`src/hdl/aes_ram.sv`:
```
module aes_ram #(
  parameter int Width = 64,
  parameter int Depth = 22,
  parameter int AddrW = $clog2(Depth)
) (
  input  logic             clk,
  input  logic             we,
  input  logic [AddrW-1:0] waddr,
  input  logic [Width-1:0] wdata,
  input  logic [AddrW-1:0] raddr,
  output logic [Width-1:0] rdata
);

  logic [Width-1:0] mem [Depth];

  // One write port and one registered read port.
  always_ff @(posedge clk) begin
    if (we) begin
      mem[waddr] <= wdata;
    end
    rdata <= mem[raddr];
  end

endmodule

```
`config.mk`:
```
export PLATFORM = sky130hd
export DESIGN_NAME = aes_ram
export DESIGN_NICKNAME = d
export VERILOG_FILES = /design/src/hdl/aes_ram.sv
export SDC_FILE = /design/constraint.sdc
export NUM_CORES = 1
export LEC_CHECK = 0
export BUFFER_PORTS_ARGS = -buffer_cell sky130_fd_sc_hd__buf_2
export CAP_MARGIN = 20
export CORE_MARGIN = 10
export CORE_UTILIZATION = 30
export CTS_BUF_LIST = sky130_fd_sc_hd__clkbuf_4 sky130_fd_sc_hd__clkbuf_8
export CTS_CLUSTER_SIZE = 40
export DETAILED_ROUTE_END_ITERATION = 7
export HOLD_SLACK_MARGIN = 0.12
export PLACE_DENSITY_LB_ADDON = 0.2
export SYNTH_ARGS = -nofsm -noshare
export SYNTH_HDL_FRONTEND = slang
export SYNTH_SLANG_ARGS = --single-unit
```
`constraint.sdc`:
```
create_clock -name clk -period 5 [get_ports clk]
set_input_delay 0.25 -clock clk [delete_from_list [all_inputs] [get_ports clk]]
set_output_delay 0.25 -clock clk [all_outputs]
set_load 0.01 [all_outputs]
```
==> metrics <==
status=finished clean; CTS buffer count=277; Tmin final=3.17 ns; I/O pin count=140; CP max FO=57; Synth Area in XOR/XNOR=0%; period utilization=approximately 63%; post-synthesis simple-gate area fraction=2.74%; max-cap viol count=0; DRC errors left=0; number of synthesized register bits=1,472; final setup vio count=0; routed wire length=150 mm; via count=roughly 27,000; Antenna Nets Post-Route=0; Final Util=~36%; Design Area, Final=about 65,000 µm²; Worst setup SP type=input port; Die Span Y=approximately 450 µm; syn avg cell area=20.1 µm²; P_sw=5710 µW; Sink Count=1,472; DP HPWL=75.5 mm; Switching Share=a little over a fifth; Root Buffer=clkbuf_8; YS warnings=0; P per Cell Area=~400 nW/µm²; Tightest Pin Transition=1.04 ns; Via density=4.70; Yosys cell types=28; Final GP Congestion=0.680; Min Hold Slack=0.271 ns; Die X=449 µm; Die ar.=202,000 µm²; f_max=315 MHz; Critical Path RT=5.85 ns; drt initial violations=1,886; relative slew slack=roughly 30%; area leader, netlist=edfxtp_1; power share of the sequential group=52.5%; Synth Area in Compound Gates=3.47%; largest family of logic cells by synthesized area=multiplexers; post_cts resized=0; Starting Density=a little under a third; clk_lat worst skew=0.98 ns; total power=~26,000 µW; Critical Path AT=4.02 ns; Adder-Cell Fraction of Synth Area=0%; Comb pwr share=4.6%; Synth area leaders=edfxtp_1, mux2i_1, mux4_2; power share of the clock group=42.9%; CP Capture Type=register; FF+latch area=43,600 µm²; Most used DFF post-synth=edfxtp_1; drt wl/cell=approximately 26 µm; CTS tree=yes; pins over their slew limit=0; Mapped Nets=2,827; global-route wire length before repair=213 mm; First-pass DRT Iterations=5; core area=~180,000 µm²; top-area cell type share of the netlist area=76.4%; htree depth=5; most numerous cell in the Yosys netlist=edfxtp_1; Post-synth ARST share=0%; Total GRT Usage=14.4%; CP Class=in -> reg; share of cells above drive strength 1=24.3%; Layout area overhead=18.2%; LEAKAGE=0.0218 µW; sequential area share after synthesis=around four fifths; IO Port Bufs=139; number of fillers in the final layout=between 15,000 and 20,000; final setup TNS=0 ns; Hold WC Path Type=in -> reg; grt ovf=0; EDFF count, synth=about 1,400; Synth Instances=2,751; RSZ-0062 raised after global routing=no; CTS max path bufs=4; area of the multi-input gates=11,000 µm²; row cnt=157; Clock transition at path regs=0.06 ns; VDD IR-drop max=0.000320 V; mapped cell area=55,300 µm²; initial antenna violation count=13; P_int=approximately 21,000 µW; vias in the first global route=about 29,000; most frequent cells after synthesis=edfxtp_1, mux2i_1, a22oi_1, mux4_2, nor2_1; Placement Cell Area=59,300 µm²; final worst clock skew=0.0284 ns; Final Hold Viols=0; mux contribution to synthesized area=13.3%; Layout Nets=3,255; largest net degree at the start of global routing=65
-- power groups by stage --
stage / Sequential [µW] / Combinational, µW / Clock, µW
floorplan: 14100 / 625 / 0
global placement: 14100 / 1180 / 0
detailed placement: 14100 / 1190 / 0
CTS: 13800 / 1250 / 11600
global route: 13800 / 1320 / 12200
finish: 13800 / 1210 / 11300
-- flip-flops by register name, indices dropped and copies added (netlist names) --
register,flops
mem,1408
rdata,64
-- cell usage in the layout (no fill, tap or decap), types with 2 or more instances in the layout --
cell type / n
a211oi_1: 64
dfxtp_1: 64
mux4_2: 128
clkinvlp_4: 4
buf_2: 136
clkbuf_8: 296
clkinv_1: 33
nor2_1: 66
a22oi_1: 192
nor4b_2: 2
or3b_2: 2
nor2_4: 22
edfxtp_1: 1408
nand4_1: 64
clkbuf_4: 126
mux2i_1: 448
nor2b_1: 64
buf_6: 2
buf_12: 29
buf_4: 51
nand3b_1: 4
dlygate4sd3_1: 79
nand2_1: 66
diode_2: 4
clkinv_2: 14
-- per-layer routing --
layer	part of all wire (%)	GRT usage (%)
met5	0.027	0
met4	2.5	4.46
met3	3.6	2.66
met2	52	25.4
met1	42	17.9
-- through the flow --
stage / cells / setup WS [ns]
2_1_floorplan: 2751 / 0.957
3_3_place_gp: 5284 / 2.12
3_5_place_dp: 5285 / 2.11
4_1_cts: 5839 / 1.86
5_1_grt: 5842 / 1.74
6_report: 5843 / 1.83
-- area by class of cell --
type	instances	share of cell area [%]
repair buffers	298	3.78
clock buffers	422	7.67
clock inverters	53	0.402
well taps	2464	4.71
multi-input cells	1130	16.8
flip-flops and latches	1472	66.6
diodes	4	0.0153
-- critical path, stage by stage --
cell,delay [ns]
dlygate4sd3_1,0.57
buf_6,0.55
buf_4,0.65
mux4_2,0.40
nor2b_1,0.14
a211oi_1,0.22
dlygate4sd3_1,0.58
nor2_1,0.04
dlygate4sd3_1,0.54
-- repair_timing --
action	CTS	global route
hold endpoints to repair	1521	0
hold buffers	79	0
endpoints found under the setup margin	0	0
setup buffers	0	0
-- path summary, 6_finish.rpt --
path	startpoint	end	cells past startpoint	slack, ns
setup / recovery	raddr[1]	rdata[54]$_DFF_P_	9	1.83
hold reg to reg	mem[16][31]$_DFFE_PP_	rdata[31]$_DFF_P_	4	0.65
setup reg to reg	mem[4][54]$_DFFE_PP_	rdata[54]$_DFF_P_	6	2.57
hold / removal	wdata[21]	mem[10][21]$_DFFE_PP_	2	0.27
-- cells by family (layout without fill, tap and decap cells) --
| kind of cell | Yosys count | after routing |
|---|---|---|
| multiplexers | 576 | 576 |
| AO/OA/AOI/OAI | 256 | 256 |
| buffers and inverters | 149 | 773 |
| other | 0 | 4 |
| AND/OR/NAND/NOR | 298 | 298 |
| flip-flops | 1472 | 1472 |
Note: power is estimated with default switching activity, not from simulation.
