### src/hdl/aes_pkg.sv
package aes_pkg;

  typedef logic [7:0] byte_t;
  typedef logic [127:0] block_t;

  localparam int RoundCount = 10;
  localparam int KeyWords = 22;
  localparam int KeyAddrW = 5;
  localparam logic [KeyAddrW-1:0] KeyLastAddr = 5'd21;

  localparam logic [0:0] CFG_KEY_HIGH = 1'b0;
  localparam logic [0:0] CFG_KEY_LOW = 1'b1;

  localparam byte_t SBOX [256] = '{
    8'h63,8'h7c,8'h77,8'h7b,8'hf2,8'h6b,8'h6f,8'hc5,8'h30,8'h01,8'h67,8'h2b,8'hfe,8'hd7,8'hab,8'h76,
    8'hca,8'h82,8'hc9,8'h7d,8'hfa,8'h59,8'h47,8'hf0,8'had,8'hd4,8'ha2,8'haf,8'h9c,8'ha4,8'h72,8'hc0,
    8'hb7,8'hfd,8'h93,8'h26,8'h36,8'h3f,8'hf7,8'hcc,8'h34,8'ha5,8'he5,8'hf1,8'h71,8'hd8,8'h31,8'h15,
    8'h04,8'hc7,8'h23,8'hc3,8'h18,8'h96,8'h05,8'h9a,8'h07,8'h12,8'h80,8'he2,8'heb,8'h27,8'hb2,8'h75,
    8'h09,8'h83,8'h2c,8'h1a,8'h1b,8'h6e,8'h5a,8'ha0,8'h52,8'h3b,8'hd6,8'hb3,8'h29,8'he3,8'h2f,8'h84,
    8'h53,8'hd1,8'h00,8'hed,8'h20,8'hfc,8'hb1,8'h5b,8'h6a,8'hcb,8'hbe,8'h39,8'h4a,8'h4c,8'h58,8'hcf,
    8'hd0,8'hef,8'haa,8'hfb,8'h43,8'h4d,8'h33,8'h85,8'h45,8'hf9,8'h02,8'h7f,8'h50,8'h3c,8'h9f,8'ha8,
    8'h51,8'ha3,8'h40,8'h8f,8'h92,8'h9d,8'h38,8'hf5,8'hbc,8'hb6,8'hda,8'h21,8'h10,8'hff,8'hf3,8'hd2,
    8'hcd,8'h0c,8'h13,8'hec,8'h5f,8'h97,8'h44,8'h17,8'hc4,8'ha7,8'h7e,8'h3d,8'h64,8'h5d,8'h19,8'h73,
    8'h60,8'h81,8'h4f,8'hdc,8'h22,8'h2a,8'h90,8'h88,8'h46,8'hee,8'hb8,8'h14,8'hde,8'h5e,8'h0b,8'hdb,
    8'he0,8'h32,8'h3a,8'h0a,8'h49,8'h06,8'h24,8'h5c,8'hc2,8'hd3,8'hac,8'h62,8'h91,8'h95,8'he4,8'h79,
    8'he7,8'hc8,8'h37,8'h6d,8'h8d,8'hd5,8'h4e,8'ha9,8'h6c,8'h56,8'hf4,8'hea,8'h65,8'h7a,8'hae,8'h08,
    8'hba,8'h78,8'h25,8'h2e,8'h1c,8'ha6,8'hb4,8'hc6,8'he8,8'hdd,8'h74,8'h1f,8'h4b,8'hbd,8'h8b,8'h8a,
    8'h70,8'h3e,8'hb5,8'h66,8'h48,8'h03,8'hf6,8'h0e,8'h61,8'h35,8'h57,8'hb9,8'h86,8'hc1,8'h1d,8'h9e,
    8'he1,8'hf8,8'h98,8'h11,8'h69,8'hd9,8'h8e,8'h94,8'h9b,8'h1e,8'h87,8'he9,8'hce,8'h55,8'h28,8'hdf,
    8'h8c,8'ha1,8'h89,8'h0d,8'hbf,8'he6,8'h42,8'h68,8'h41,8'h99,8'h2d,8'h0f,8'hb0,8'h54,8'hbb,8'h16
  };

  localparam byte_t RCON [RoundCount] = '{
    8'h01,8'h02,8'h04,8'h08,8'h10,8'h20,8'h40,8'h80,8'h1b,8'h36
  };

  // Multiply by x in GF(2^8).
  function automatic byte_t xtime(input byte_t a);
    xtime = {a[6:0], 1'b0} ^ (a[7] ? 8'h1b : 8'h00);
  endfunction

  // Substitute the four bytes of a word.
  function automatic logic [31:0] sub_word(input logic [31:0] w);
    sub_word = {SBOX[w[31:24]], SBOX[w[23:16]], SBOX[w[15:8]], SBOX[w[7:0]]};
  endfunction

  // One cipher round without the key addition; byte 0 sits in bits 127:120.
  function automatic block_t round_fn(input block_t s, input logic mix);
    byte_t b [16];
    byte_t t [16];
    byte_t a0, a1, a2, a3, all;
    block_t o;
    for (int i = 0; i < 16; i++) b[i] = s[127-8*i -: 8];
    for (int c = 0; c < 4; c++) begin
      for (int r = 0; r < 4; r++) t[r+4*c] = SBOX[b[r+4*((c+r)%4)]];
    end
    if (mix) begin
      for (int c = 0; c < 4; c++) begin
        a0 = t[4*c]; a1 = t[4*c+1]; a2 = t[4*c+2]; a3 = t[4*c+3];
        all = a0 ^ a1 ^ a2 ^ a3;
        t[4*c]   = a0 ^ all ^ xtime(a0 ^ a1);
        t[4*c+1] = a1 ^ all ^ xtime(a1 ^ a2);
        t[4*c+2] = a2 ^ all ^ xtime(a2 ^ a3);
        t[4*c+3] = a3 ^ all ^ xtime(a3 ^ a0);
      end
    end
    for (int i = 0; i < 16; i++) o[127-8*i -: 8] = t[i];
    round_fn = o;
  endfunction

endpackage

### src/hdl/aes_key_expand.sv
module aes_key_expand import aes_pkg::*; (
  input  logic                clk,
  input  logic                rst_n,
  input  logic                start,
  input  logic [63:0]         key_high,
  input  logic [63:0]         key_low,
  output logic                busy,
  output logic                we,
  output logic [KeyAddrW-1:0] waddr,
  output logic [63:0]         wdata
);

  logic [127:0] w_r, w_nxt;
  logic [KeyAddrW-1:0] addr_r, addr_nxt;
  logic busy_r, busy_nxt;
  logic [3:0] rnd_r, rnd_nxt;
  logic [31:0] t, w0, w1, w2, w3;

  // Next round key from the current one.
  always_comb begin
    t = sub_word({w_r[23:0], w_r[31:24]}) ^ {RCON[rnd_r], 24'h0};
    w0 = w_r[127:96] ^ t;
    w1 = w_r[95:64] ^ w0;
    w2 = w_r[63:32] ^ w1;
    w3 = w_r[31:0] ^ w2;
  end

  // Write one word a cycle: high half, then low half, then advance a round.
  always_comb begin
    w_nxt = w_r;
    addr_nxt = addr_r;
    busy_nxt = busy_r;
    rnd_nxt = rnd_r;
    if (start) begin
      w_nxt = {key_high, key_low};
      addr_nxt = '0;
      busy_nxt = 1'b1;
      rnd_nxt = '0;
    end else if (busy_r) begin
      addr_nxt = addr_r + 1'b1;
      if (addr_r == KeyLastAddr) begin
        busy_nxt = 1'b0;
      end
      if (addr_r[0]) begin
        w_nxt = {w0, w1, w2, w3};
        rnd_nxt = rnd_r + 1'b1;
      end
    end
  end

  always_ff @(posedge clk) begin
    if (!rst_n) begin
      busy_r <= 1'b0;
      addr_r <= '0;
      rnd_r <= '0;
    end else begin
      busy_r <= busy_nxt;
      addr_r <= addr_nxt;
      rnd_r <= rnd_nxt;
    end
    w_r <= w_nxt;
  end

  assign busy = busy_r;
  assign we = busy_r;
  assign waddr = addr_r;
  assign wdata = addr_r[0] ? w_r[63:0] : w_r[127:64];

endmodule

### config.mk
export PLATFORM = sky130hd
export DESIGN_NAME = aes_key_expand
export DESIGN_NICKNAME = d
export VERILOG_FILES = /design/src/hdl/aes_pkg.sv /design/src/hdl/aes_key_expand.sv
export SDC_FILE = /design/constraint.sdc
export NUM_CORES = 1
export LEC_CHECK = 0
export CAP_MARGIN = 20
export CORE_MARGIN = 5
export CORE_UTILIZATION = 35
export DETAILED_ROUTE_END_ITERATION = 16
export DONT_BUFFER_PORTS = 1
export GPL_TIMING_DRIVEN = 1
export HOLD_SLACK_MARGIN = 0.1
export PLACE_DENSITY = 0.51
export SYNTH_ARGS = -nofsm -noshare
export SYNTH_HDL_FRONTEND = slang
export SYNTH_SLANG_ARGS = --single-unit
### constraint.sdc
create_clock -name clk -period 4.95 [get_ports clk]
set_input_delay 0.7425 -clock clk [delete_from_list [all_inputs] [get_ports clk]]
set_output_delay 0.7425 -clock clk [all_outputs]
set_load 0.05 [all_outputs]
==> summary.txt <==
Status
  • Status: finished, final reports clean

Floorplanning
  • Initial core utilization: 35.2%
  • Die height: 272 um
  • Row count: 96
  • Die Area: 74100 um^2
  • Num ports: 202
  • Core outline area: 68300 um^2
  • DIE WIDTH: 272 um

Logic synthesis
  • Yosys warns: 0
  • Synth top area share: 16.0%
  • Synth Register Bits: 138
  • Largest area contributor in the netlist: edfxtp_1
  • Syn avg cell area: 7.73 um^2
  • EDFF count, synth: 128
  • Post-synth top flop: edfxtp_1
  • Post-Syn Area: 24100 um^2
  • Post-Syn Nets: 3310
  • Register area share after synthesis: 16.8%
  • Netlist cell types: 104
  • Synth top area cells: edfxtp_1, mux2_2, o21ai_0
  • Mapped Cells: 3113
  • FFs w/ async S/R, synth: 0%

Flow run
  • MaxCap Viol Count: 0

Worst setup path
  • R2r worst-path depth: 10
  • Required time worst endpoint: 5.29 ns
  • CP max FO: 30
  • Critical Path Start: w_r[0]$_DFFE_PP_
  • Reg2reg setup slack: 0.65 ns
  • Critical Path Slowest Stage Cell: nor3b_2
  • Reg-to-reg critical path endpoint: w_r[12]$_DFFE_PP_
  • R2R Path Start: w_r[0]$_DFFE_PP_
  • Crit Path Class: reg2reg
  • Worst Path Arrival: 4.64 ns
  • CP peak stage delay: 0.76 ns
  • Worst setup SP type: flop
  • Critical Path End Type: flop
  • Critical Path, Cell by Cell: buf_4 > ha_1 > nor2b_1 > nor2_1 > mux4_2 > o32ai_1 > nor4_1 > nor3b_2 > xnor3_1 > o21ai_1

Timing
  • Slew headroom: 23.7%
  • Tcrit/Tclk final: 86.8%
  • Setup violations, final: 0
  • Slew @ Worst Pin: 1.14 ns
  • F_max: 0.233 GHz
  • Fin. max-slew vios: 0
  • RSZ-0062 raised after global routing: false
  • Setup TNS: 0 ns
  • Clock skew: 0.0176 ns
  • Final Hold Viols: 0
  • Final Critical Period: 4.30 ns

Detailed routing
  • Routed WL: 113 mm
  • Pre-Repair DR Iteration Count: 6
  • DR vias: 26.2k
  • Drt first-iter violations: 4417
  • Antenna viol nets, final: 0
  • DR WL/cell: 29.9 um
  • DR DRC count: 0
  • Average vias per placed instance: 6.93

Layout
  • Share of cells above drive strength 1: 12.7%
  • Nets@finish: 3079
  • Synthesis-to-finish area growth: 4.15%
  • Most common cell after layout, fill and taps aside: nand2_1
  • Most frequent cells in the layout: nand2_1, o21ai_0, nor2_1

Hold path
  • Hold Crit Endpoint: busy$_SDFF_PN0_
  • Hold Crit Class: in2reg
  • Hold path start: rst_n
  • Hold path depth: 1

Clocking
  • Clk sinks: 138
  • Post-CTS Resized: 0
  • Hold buffers post-CTS: 0
  • Post-CTS setup buffers: 0
  • Max Buffers Root-to-Sink: 2
  • Clk slew on worst S/H paths: 0.08 ns
  • Number of buffers created by CTS: 17
  • Root buf cell: clkbuf_16
  • Clk Latency, worst-skew pair: 0.50 ns
  • Htree depth: 4
  • CTS tree: done

Placement
  • Post-DP HPWL: 80.0 mm
  • Port Buf Inserts: 0
  • Final Wtd Congestion: 1.03

Global routing
  • GR Overflow Total: 0
  • Pin count of the biggest net entering global routing: 174
  • Wire length of the first global-routing pass: 166 mm
  • GRT Util Overall: 28.8%
  • Number of global-route vias before repair: 24.6k
  • Initial antenna violation count: 7
-- cells by family (layout without fill, tap and decap cells) --
logic type / Yosys count / after routing / synth area share (%)
buffers and inverters: 420 / 202 / 7.86
and+or+nand+nor: 1104 / 1104 / 23.5
DFF: 138 / 138 / 16.8
adders and majority gates: 66 / 66 / 3.46
muxes: 176 / 176 / 10.0
xor gates and xnor gates: 178 / 178 / 7.88
AOI/OAI and AO/OA: 1031 / 1031 / 30.5
other: 0 / 2 / 0
-- critical path: cells and delay by family, from the launching register on --
family / cells / cell delay [ns]
compound gates: 2 / 0.31
xor+xnor: 1 / 0.45
fa+ha+maj: 1 / 0.54
buf+inv: 1 / 0.37
flops: 1 / 0.38
mux: 1 / 0.53
simple gates: 4 / 1.54
-- metrics by stage --
stage                     util [%]  setup WS (ns)  area (um^2)  instances  hold WS [ns]
after floorplan                  -           1.10        24100       3113         0.482
final                         36.7          0.654        25100       3779         0.405
after global placement        35.8          0.713        24400       3744         0.513
after global routing          36.7          0.516        25100       3778         0.380
after CTS                     36.7          0.718        25100       3777         0.377
after detailed placement      35.8          0.719        24500       3745         0.521
-- sequential cells by signal, indices dropped and copies added, names as in the netlist --
name	count
waddr	5
rnd_r	4
busy	1
w_r	128
-- worst max-delay path by stage --
stage / endpoint / cells after the start
2_1_floorplan: w_r[0]$_DFFE_PP_ / 6
3_3_place_gp: w_r[18]$_DFFE_PP_ / 10
3_5_place_dp: w_r[18]$_DFFE_PP_ / 10
4_1_cts: w_r[18]$_DFFE_PP_ / 10
5_1_grt: w_r[12]$_DFFE_PP_ / 10
6_report: w_r[12]$_DFFE_PP_ / 10
-- final cells by class --
class / count / area [um^2]
clock buffer: 19 / 464
multi-input combinational: 2555 / 18100
clock inverter: 13 / 126
tap: 882 / 1100
inverter: 60 / 228
timing repair buffer: 110 / 942
fill: 7098 / 43300
antenna: 2 / 5.00
sequential: 138 / 4050
-- per-layer routing --
metal / global-route usage (%) / vias up / wire length [um]
met5: 0 / - / 55
met4: 10.9 / 10 / 4660
met3: 7.58 / 319 / 12900
met2: 44.0 / 1812 / 49100
met1: 39.1 / 12700 / 46100
li1: - / 11400 / -
-- Yosys cell counts (all sizes together) (44+ instances only) --
cell,n
nor2b,87
nand3,95
buf,188
ha,65
nand2,285
nor3,91
inv,53
a31oi,56
a21oi,175
xor2,54
nor2,187
clkbuf,172
nand2b,121
xnor2,101
a211oi,44
o211ai,46
edfxtp,128
o21ai,226
mux2,102
Power is left out: the tool's default activity adds up to more than one toggle a clock period on the data nets, which glitch-free logic cannot reach.
